--- config.mk ---
export PLATFORM = sky130hd
export DESIGN_NAME = color_sensor_balance_and_classify
export DESIGN_NICKNAME = d
export VERILOG_FILES = /design/src/rtl/core/csbc_pkg.sv /design/src/rtl/core/csbc_cmd_fifo.sv /design/src/rtl/core/csbc_front.sv /design/src/rtl/core/csbc_back.sv /design/src/rtl/core/color_sensor_balance_and_classify.sv
export SDC_FILE = /design/constraint.sdc
export NUM_CORES = 1
export LEC_CHECK = 0
export ABC_AREA = 1
export BUFFER_PORTS_ARGS = -buffer_cell sky130_fd_sc_hd__buf_2
export CAP_MARGIN = 20
export CORE_MARGIN = 2
export CORE_UTILIZATION = 30
export DETAILED_ROUTE_END_ITERATION = 8
export GPL_ROUTABILITY_DRIVEN = 0
export SLEW_MARGIN = 20
export SYNTH_ARGS = -nofsm -noshare
export SYNTH_HDL_FRONTEND = slang
export SYNTH_SLANG_ARGS = --single-unit
--- constraint.sdc ---
create_clock -name clk -period 6.2 [get_ports clk]
set_input_delay 0.62 -clock clk [delete_from_list [all_inputs] [get_ports clk]]
set_output_delay 0.62 -clock clk [all_outputs]
set_load 0.05 [all_outputs]
--- src/rtl/core/csbc_pkg.sv ---
package csbc_pkg;

	// Width of a count as it travels from the front to the back.
	localparam int unsigned CNT_W = 16;
	localparam int unsigned LEVEL_W = 16;

	// Color lanes, in capture order.
	localparam logic [1:0] LANE_RED   = 2'd0;
	localparam logic [1:0] LANE_GREEN = 2'd1;
	localparam logic [1:0] LANE_BLUE  = 2'd2;

	// One command from the sequencer to the scaling unit.
	typedef struct packed {
		logic             do_scale;
		logic [1:0]       lane;
		logic [CNT_W-1:0] count;
		logic [CNT_W-1:0] ref_count;
		logic [1:0]       filter_select;
		logic [1:0]       scale_pins;
		logic             balanced;
		logic             triple;
	} cmd_t;

endpackage

--- src/rtl/core/csbc_cmd_fifo.sv ---
module csbc_cmd_fifo (
	input  logic            clk,
	input  logic            arst_n,
	input  logic            wr_en,
	input  csbc_pkg::cmd_t  wr_data,
	output logic            full,
	input  logic            rd_en,
	output csbc_pkg::cmd_t  rd_data,
	output logic            empty
);

	csbc_pkg::cmd_t mem_q [2];
	logic           wr_ptr_q;
	logic           rd_ptr_q;
	logic [1:0]     cnt_q;
	logic           do_wr;
	logic           do_rd;

	assign full    = (cnt_q == 2'd2);
	assign empty   = (cnt_q == 2'd0);
	assign do_wr   = wr_en && !full;
	assign do_rd   = rd_en && !empty;
	assign rd_data = mem_q[rd_ptr_q];

	always_ff @(posedge clk) begin
		if (do_wr) begin
			mem_q[wr_ptr_q] <= wr_data;
		end
	end

	always_ff @(posedge clk or negedge arst_n) begin
		if (!arst_n) begin
			wr_ptr_q <= 1'b0;
			rd_ptr_q <= 1'b0;
			cnt_q    <= 2'd0;
		end else begin
			if (do_wr) begin
				wr_ptr_q <= ~wr_ptr_q;
			end
			if (do_rd) begin
				rd_ptr_q <= ~rd_ptr_q;
			end
			case ({do_wr, do_rd})
				2'b10:   cnt_q <= cnt_q + 2'd1;
				2'b01:   cnt_q <= cnt_q - 2'd1;
				default: cnt_q <= cnt_q;
			endcase
		end
	end

endmodule

--- src/rtl/core/csbc_front.sv ---
module csbc_front #(
	parameter int unsigned COUNT_WIDTH = 16
) (
	input  logic                         clk,
	input  logic                         arst_n,
	input  logic                         take,
	input  logic [csbc_pkg::CNT_W-1:0]   pulse_count,
	input  logic                         recognize_enable,
	input  logic [1:0]                   output_scaling,
	output csbc_pkg::cmd_t               cmd
);

	localparam int unsigned REF_W =
		(COUNT_WIDTH < csbc_pkg::CNT_W) ? COUNT_WIDTH : csbc_pkg::CNT_W;

	localparam logic [2:0] PH_START = 3'd0;
	localparam logic [2:0] PH_RED   = 3'd1;
	localparam logic [2:0] PH_GREEN = 3'd2;
	localparam logic [2:0] PH_BLUE  = 3'd3;
	localparam logic [2:0] PH_CLEAR = 3'd4;

	logic [2:0]       phase_q;
	logic             bal_q;
	logic [REF_W-1:0] ref_q [3];
	logic [REF_W-1:0] count;
	logic [2:0]       phase_nx;
	logic             bal_nx;
	logic             cap_en;
	logic [1:0]       lane;

	assign count = pulse_count[REF_W-1:0];

	always_comb begin
		phase_nx      = phase_q;
		bal_nx        = bal_q;
		cap_en        = 1'b0;
		lane          = csbc_pkg::LANE_RED;
		cmd           = '0;
		if (!bal_q) begin
			case (phase_q)
				PH_START: phase_nx = PH_RED;
				PH_RED: begin
					cap_en   = 1'b1;
					lane     = csbc_pkg::LANE_RED;
					phase_nx = PH_GREEN;
				end
				PH_GREEN: begin
					cap_en   = 1'b1;
					lane     = csbc_pkg::LANE_GREEN;
					phase_nx = PH_BLUE;
				end
				PH_BLUE: begin
					cap_en   = 1'b1;
					lane     = csbc_pkg::LANE_BLUE;
					phase_nx = PH_CLEAR;
				end
				PH_CLEAR: begin
					bal_nx   = 1'b1;
					phase_nx = PH_START;
				end
				default: phase_nx = PH_START;
			endcase
		end else if (recognize_enable) begin
			case (phase_q)
				PH_START: phase_nx = PH_RED;
				PH_RED: begin
					cmd.do_scale = 1'b1;
					lane         = csbc_pkg::LANE_RED;
					phase_nx     = PH_GREEN;
				end
				PH_GREEN: begin
					cmd.do_scale = 1'b1;
					lane         = csbc_pkg::LANE_GREEN;
					phase_nx     = PH_BLUE;
				end
				PH_BLUE: begin
					cmd.do_scale = 1'b1;
					cmd.triple   = 1'b1;
					lane         = csbc_pkg::LANE_BLUE;
					phase_nx     = PH_START;
				end
				default: phase_nx = PH_START;
			endcase
		end
		cmd.lane          = lane;
		cmd.count         = csbc_pkg::CNT_W'(count);
		cmd.ref_count     = csbc_pkg::CNT_W'(ref_q[lane]);
		cmd.filter_select = (phase_nx == PH_RED || phase_nx == PH_GREEN ||
			phase_nx == PH_BLUE) ? phase_nx[1:0] : 2'd0;
		cmd.scale_pins    = output_scaling;
		cmd.balanced      = bal_nx;
	end

	always_ff @(posedge clk or negedge arst_n) begin
		if (!arst_n) begin
			phase_q <= PH_START;
			bal_q   <= 1'b0;
			ref_q   <= '{default: '0};
		end else if (take) begin
			phase_q <= phase_nx;
			bal_q   <= bal_nx;
			if (cap_en) begin
				ref_q[lane] <= count;
			end
		end
	end

endmodule

--- src/rtl/core/csbc_back.sv ---
module csbc_back (
	input  logic                           clk,
	input  logic                           arst_n,
	input  csbc_pkg::cmd_t                 cmd,
	input  logic                           cmd_empty,
	output logic                           cmd_pop,
	input  logic                           pop,
	output logic                           empty,
	output logic [1:0]                     filter_select,
	output logic [1:0]                     scale_pins,
	output logic                           balanced,
	output logic [csbc_pkg::LEVEL_W-1:0]   red_level,
	output logic [csbc_pkg::LEVEL_W-1:0]   green_level,
	output logic [csbc_pkg::LEVEL_W-1:0]   blue_level,
	output logic [2:0]                     color_class,
	output logic                           triple_done
);

	localparam int unsigned CW    = csbc_pkg::CNT_W;
	localparam int unsigned LW    = csbc_pkg::LEVEL_W;
	localparam int unsigned NUM_W = CW + 8;
	localparam int unsigned STEP_W = $clog2(NUM_W + 1);

	localparam logic [1:0] ST_IDLE = 2'd0;
	localparam logic [1:0] ST_DIV  = 2'd1;
	localparam logic [1:0] ST_FIN  = 2'd2;

	localparam logic [2:0] CLS_NONE  = 3'd0;
	localparam logic [2:0] CLS_WHITE = 3'd1;
	localparam logic [2:0] CLS_BLACK = 3'd2;
	localparam logic [2:0] CLS_RED   = 3'd3;
	localparam logic [2:0] CLS_GREEN = 3'd4;
	localparam logic [2:0] CLS_BLUE  = 3'd5;

	function automatic logic in_box(input logic [LW-1:0] v, input int unsigned lo,
		input int unsigned hi);
		return (v >= LW'(lo)) && (v <= LW'(hi));
	endfunction

	function automatic logic [2:0] classify(input logic [LW-1:0] r, input logic [LW-1:0] g,
		input logic [LW-1:0] b);
		logic [2:0] c;
		c = CLS_NONE;
		if (in_box(r, 235, 255) && in_box(g, 235, 255) && in_box(b, 235, 255)) begin
			c = CLS_WHITE;
		end else if (in_box(r, 10, 50) && in_box(g, 10, 50) && in_box(b, 10, 50)) begin
			c = CLS_BLACK;
		end else if (in_box(r, 155, 195) && in_box(g, 26, 66) && in_box(b, 37, 77)) begin
			c = CLS_RED;
		end else if (in_box(r, 25, 65) && in_box(g, 70, 110) && in_box(b, 53, 93)) begin
			c = CLS_GREEN;
		end else if (in_box(r, 26, 66) && in_box(g, 39, 79) && in_box(b, 73, 113)) begin
			c = CLS_BLUE;
		end
		return c;
	endfunction

	logic [1:0]        state_q;
	csbc_pkg::cmd_t    cur_q;
	logic [NUM_W-1:0]  quo_q;
	logic [CW-1:0]     rem_q;
	logic [STEP_W-1:0] step_q;
	logic [LW-1:0]     lvl_q [3];
	logic [2:0]        cls_q;
	logic              out_valid_q;
	logic [1:0]        o_filter_q;
	logic [1:0]        o_pins_q;
	logic              o_bal_q;
	logic [LW-1:0]     o_lvl_q [3];
	logic [2:0]        o_cls_q;
	logic              o_triple_q;

	logic [CW:0]       rem_try;
	logic [CW:0]       rem_sub;
	logic              q_bit;
	logic [LW-1:0]     sat_level;
	logic [2:0]        cls_new;

	assign rem_try   = {rem_q, quo_q[NUM_W-1]};
	assign rem_sub   = rem_try - {1'b0, cur_q.ref_count};
	assign q_bit     = (rem_try >= {1'b0, cur_q.ref_count});
	assign sat_level = (quo_q[NUM_W-1:LW] != '0) ? '1 : quo_q[LW-1:0];
	assign cls_new   = classify(lvl_q[0], lvl_q[1], lvl_q[2]);

	assign cmd_pop       = (state_q == ST_IDLE) && !cmd_empty && !out_valid_q;
	assign empty         = !out_valid_q;
	assign filter_select = o_filter_q;
	assign scale_pins    = o_pins_q;
	assign balanced      = o_bal_q;
	assign red_level     = o_lvl_q[0];
	assign green_level   = o_lvl_q[1];
	assign blue_level    = o_lvl_q[2];
	assign color_class   = o_cls_q;
	assign triple_done   = o_triple_q;

	// Datapath registers: divider and the output item.
	always_ff @(posedge clk) begin
		case (state_q)
			ST_IDLE: begin
				if (cmd_pop) begin
					cur_q  <= cmd;
					quo_q  <= {cmd.count, 8'd0} - {8'd0, cmd.count};
					rem_q  <= '0;
					step_q <= STEP_W'(NUM_W);
					if (!cmd.do_scale) begin
						o_filter_q <= cmd.filter_select;
						o_pins_q   <= cmd.scale_pins;
						o_bal_q    <= cmd.balanced;
						o_lvl_q    <= lvl_q;
						o_cls_q    <= cls_q;
						o_triple_q <= 1'b0;
					end
				end
			end
			ST_DIV: begin
				if (step_q != '0) begin
					rem_q  <= q_bit ? rem_sub[CW-1:0] : rem_try[CW-1:0];
					quo_q  <= {quo_q[NUM_W-2:0], q_bit};
					step_q <= step_q - STEP_W'(1);
				end
			end
			ST_FIN: begin
				o_filter_q <= cur_q.filter_select;
				o_pins_q   <= cur_q.scale_pins;
				o_bal_q    <= cur_q.balanced;
				o_lvl_q    <= lvl_q;
				o_triple_q <= cur_q.triple;
				o_cls_q    <= cur_q.triple ? cls_new : cls_q;
			end
			default: begin
			end
		endcase
	end

	// Scaled levels and class: store the level after the last step, update the
	// class after blue.
	always_ff @(posedge clk or negedge arst_n) begin
		if (!arst_n) begin
			lvl_q <= '{default: '0};
			cls_q <= CLS_NONE;
		end else begin
			if (state_q == ST_DIV && step_q == '0) begin
				lvl_q[cur_q.lane] <= sat_level;
			end
			if (state_q == ST_FIN && cur_q.triple) begin
				cls_q <= cls_new;
			end
		end
	end

	// Control: sequencer state and output valid.
	always_ff @(posedge clk or negedge arst_n) begin
		if (!arst_n) begin
			state_q     <= ST_IDLE;
			out_valid_q <= 1'b0;
		end else begin
			case (state_q)
				ST_IDLE: begin
					if (cmd_pop) begin
						if (cmd.do_scale) begin
							state_q <= ST_DIV;
						end else begin
							out_valid_q <= 1'b1;
						end
					end else if (pop) begin
						out_valid_q <= 1'b0;
					end
				end
				ST_DIV: begin
					if (step_q == '0) begin
						state_q <= ST_FIN;
					end
				end
				ST_FIN: begin
					out_valid_q <= 1'b1;
					state_q     <= ST_IDLE;
				end
				default: state_q <= ST_IDLE;
			endcase
		end
	end

endmodule

--- src/rtl/core/color_sensor_balance_and_classify.sv ---
// Channel   Direction  Handshake            Payload
// input     in         push / full          pulse_count
// result    out        empty / pop          filter_select, scale_pins, balanced,
//                                           red_level, green_level, blue_level,
//                                           color_class, triple_done
// config    in         cfg_we               cfg_index, cfg_data
//
// An item is taken by the sequencer; items that need no scaling are loaded into the
// result register at the edge that pops them from the command queue. A scaling item
// holds the back end for one load, 24 restoring-division steps (one quotient bit
// each), one step to store the level and one to classify and post the item.
// Reset clears the sequencer, references, levels, class, queue and result valid.
// The two-entry command queue lets push continue while a result waits for pop.
module color_sensor_balance_and_classify #(
	parameter int unsigned COUNT_WIDTH = 16
) (
	input  logic        clk,
	input  logic        arst_n,
	input  logic        push,
	output logic        full,
	input  logic [15:0] pulse_count,
	input  logic        pop,
	output logic        empty,
	output logic [1:0]  filter_select,
	output logic [1:0]  scale_pins,
	output logic        balanced,
	output logic [15:0] red_level,
	output logic [15:0] green_level,
	output logic [15:0] blue_level,
	output logic [2:0]  color_class,
	output logic        triple_done,
	input  logic        cfg_we,
	input  logic        cfg_index,
	input  logic [1:0]  cfg_data
);

	// Register indexes of the configuration port.
	localparam logic REG_RECOGNIZE = 1'b0;
	localparam logic REG_SCALING   = 1'b1;

	logic           recognize_q;
	logic [1:0]     scaling_q;
	csbc_pkg::cmd_t front_cmd;
	csbc_pkg::cmd_t back_cmd;
	logic           take;
	logic           cmd_empty;
	logic           cmd_pop;

	// Accept an item only when the queue has room for its command.
	assign take = push && !full;

	always_ff @(posedge clk or negedge arst_n) begin
		if (!arst_n) begin
			recognize_q <= 1'b0;
			scaling_q   <= 2'd2;
		end else if (cfg_we) begin
			case (cfg_index)
				REG_RECOGNIZE: recognize_q <= cfg_data[0];
				REG_SCALING:   scaling_q   <= cfg_data;
				default:       recognize_q <= recognize_q;
			endcase
		end
	end

	// Front: filter sequencing, reference capture, command build.
	csbc_front #(
		.COUNT_WIDTH(COUNT_WIDTH)
	) u_front (
		.clk              (clk),
		.arst_n           (arst_n),
		.take             (take),
		.pulse_count      (pulse_count),
		.recognize_enable (recognize_q),
		.output_scaling   (scaling_q),
		.cmd              (front_cmd)
	);

	// Decouple the sequencer from the divider.
	csbc_cmd_fifo u_fifo (
		.clk     (clk),
		.arst_n  (arst_n),
		.wr_en   (take),
		.wr_data (front_cmd),
		.full    (full),
		.rd_en   (cmd_pop),
		.rd_data (back_cmd),
		.empty   (cmd_empty)
	);

	// Back: count*255/reference, saturate, classify after blue, post the item.
	csbc_back u_back (
		.clk           (clk),
		.arst_n        (arst_n),
		.cmd           (back_cmd),
		.cmd_empty     (cmd_empty),
		.cmd_pop       (cmd_pop),
		.pop           (pop),
		.empty         (empty),
		.filter_select (filter_select),
		.scale_pins    (scale_pins),
		.balanced      (balanced),
		.red_level     (red_level),
		.green_level   (green_level),
		.blue_level    (blue_level),
		.color_class   (color_class),
		.triple_done   (triple_done)
	);

endmodule

==> metrics.cfg <==
[finish]
multi_input_area_sq_mm=0.00533
seq_area_sq_mm=0.00907
area_growth_pct=15.1
final_common_cell=nand2_1
final_layout_size_suffix_gt1_share_pct=9.37
antenna_cells=0
layout_common_cells=nand2_1, edfxtp_1, nor2_1
final_core_util_pct=35.0
nets=1829
fillers=5105

[sta]
rsz0062_at_grt=no
slew_violations=0
finalHoldViolCount=0
post-route-min-period_ps=3380
relSlewSlack_pct=30.4
fin_skew_ps=17.2
worst_pin_slew_ps=1040
post-route-period-util_pct=54.5
timing.fmax_ghz=0.296
finalSetupViolCount=0
finalSetupTns_ps=0

[worst_setup_path]
worstPathRequired_ps=6440
end_kind=register
crit_buf_inv=2
max_stage_delay_ps=830
worstPathCellList=inv_4 -> or2_0 -> o21ai_2 -> inv_1 -> ha_1 -> a21oi_1 -> o21bai_1 -> a21oi_1 -> nand3_1 -> nand3_1 -> o21ai_0
crit_arrival_ps=3630
crit_slowest_cell=dfrtp_1
start_kind=register
critPathKind=reg -> reg
cp_max_fo=45
critical-path-top-delay-family=compound AO/OA/AOI/OAI gates

[clock_network]
post_cts_resized=0
cts_tree=built
numCtsBuffers=34
clk_pin_slew_worst_paths_ps=60
cts_buffer_depth=3
cts_hold_buf=0
postCtsSetupRepairBufs=0
cts-root-buf=clkbuf_16
htree_levels=2
clkSinkCount=321
clk_latency_ps=530

[logic_synthesis]
ys.flop_type=edfxtp_1
synthAdderAreaFrac_pct=2.35
synth_top_family_by_area=simple AND/OR/NAND/NOR gates
synthSimpleGateAreaFrac_pct=23.6
ys_warn_count=0
async_reset_ff_share_pct=35.2
netlist_instances=1692
post_synth_num_cell_types=45
synth_edf_count=208
synth_seq_area_share_pct=59.5
synth_xor_area_share_pct=0.919
synth_mux_area_share_pct=0.0739
synth_fp_nets=1744
syn_area_per_cell_sq_um=9.01
netlist_area_sq_mm=0.0152
synth-seq-cells=321
synth_compound_area_share_pct=7.77

[die]
io_pins=83
fp.dieH_um=229
rows=82
core_area_sq_mm=0.0502
initial_core_util_pct=30.4
die_x_um=229
die_area_sq_mm=0.0526

[grt]
grtUsageTotal_pct=13.4
grt_pass1_wl_um=57100
grt_overflow=0
grt_antenna_before_repair=0
grt_pass1_vias=11100
grt_max_degree=70

[drt]
vias=11500
drt-initial-drc-count=1047
wirelength_um=35100
drt_pre_antenna_iters=5
drc=0
viasPerCell=4.65
wl_per_cell_um=14.2
ant_nets=0

[power]
p_comb_share_pct=40.2
powerDensity_mw_per_mm2=547
p_int_uw=5680
vdd_drop_max_mv=0.211
swShare_pct=40.8
p_switching_uw=3910
clockPowerShare_pct=20.9
leakagePower_uw=0.00773
p_seq_share_pct=38.9

[run_status]
status=finished, final reports clean

[flow_run]
maxCapViolations=0

[place]
port_buffers=82
hpwl_um=24800

[min_path]
hold_path.class=in -> async

## synthesized netlist by cell type, types with 8 or more instances
cell | number | area [sq um]
nand2_1 | 554 | 2080
edfxtp_1 | 208 | 6250
nor2_1 | 187 | 702
inv_1 | 173 | 649
o21ai_0 | 128 | 641
dfrtp_1 | 112 | 2800
nand3_1 | 84 | 420
a21oi_1 | 43 | 215
ha_1 | 27 | 338
a31oi_1 | 26 | 163
clkbuf_1 | 26 | 97.6
nand3b_1 | 20 | 150
xor2_1 | 13 | 114
buf_2 | 12 | 60.1
nor3_1 | 9 | 45.0
nand4_1 | 8 | 50.1
## sequential cells by signal, indices dropped and copies added, names as in the netlist, 2 cells and up
name,flops
u_back.rem_q,16
u_back.green_level,16
u_back.color_class,3
u_back.red_level,16
u_back.lvl_q,48
u_back.cur_q,24
u_fifo.cnt_q,2
u_back.cls_q,3
scaling_q,2
u_back.blue_level,16
u_back.state_q,2
u_back.filter_select,2
u_fifo.mem_q,82
u_back.scale_pins,2
u_front.phase_q,3
u_front.ref_q,48
u_back.quo_q,24
u_back.step_q,5
## routing by layer
layer | routed length, um | global-route usage [%] | vias up
met5 | 0 | 0 | -
met4 | 974 | 4.63 | 0
met1 | 16500 | 18.5 | 5409
met2 | 15900 | 21.5 | 312
li1 | - | - | 5741
met3 | 1750 | 1.88 | 59
## kinds of logic (layout without fill, tap and decap cells)
family	after synthesis	count (layout)
and+or+nand+nor	883	883
buffers and inverters	222	333
muxes	1	1
DFF	321	321
adders and majority gates	28	28
AOI/OAI and AO/OA	221	221
xor gates and xnor gates	16	16
## stage by stage
step / worst slack [ps] / hold slack, ps / std cells / total power [uW] / instance area [sq um]
after detailed placement: 2820 / 462 / 2411 / 7610 / 16400
after global placement: 2880 / 459 / 2411 / 7530 / 16400
after global routing: 2420 / 135 / 2475 / 10400 / 17500
after floorplan: 2100 / 324 / 1692 / 6570 / 15200
after CTS: 2790 / 116 / 2473 / 9640 / 17500
final: 2820 / 107 / 2475 / 9600 / 17500
## power groups by stage
stage | logic, uW | registers (uW) | clock network, uW
finish | 3860 | 3730 | 2000
global route | 4420 | 3820 | 2130
CTS | 3850 | 3740 | 2050
detailed placement | 3840 | 3770 | 0
global placement | 3770 | 3750 | 0
floorplan | 2810 | 3760 | 0
## area by class of cell
| cell class | instances | share of cell area, % |
|---|---|---|
| Inverter | 178 | 3.82 |
| Timing Repair Buffer | 93 | 2.96 |
| Multi-Input combinational cell | 1149 | 30.4 |
| Clock inverter | 11 | 0.742 |
| Clock buffer | 51 | 5.56 |
| Tap cell | 672 | 4.79 |
| Sequential cell | 321 | 51.7 |
## path summary, 6_finish.rpt
check	start	endpoint	slack [ps]	cells past startpoint
setup reg to reg	u_fifo.rd_ptr_q	u_back.quo_q[16]	2820	11
max in group asynchronous	arst_n	u_front.ref_q[26]	4750	2
setup / recovery	u_fifo.rd_ptr_q	u_back.quo_q[16]	2820	11
min in group clk	cfg_we	recognize_q	300	2
hold reg to reg	u_back.lvl_q[44]	u_back.red_level[12]	470	0
hold / removal	arst_n	u_back.lvl_q[35]	110	1
(Power assumes the default switching activity.)
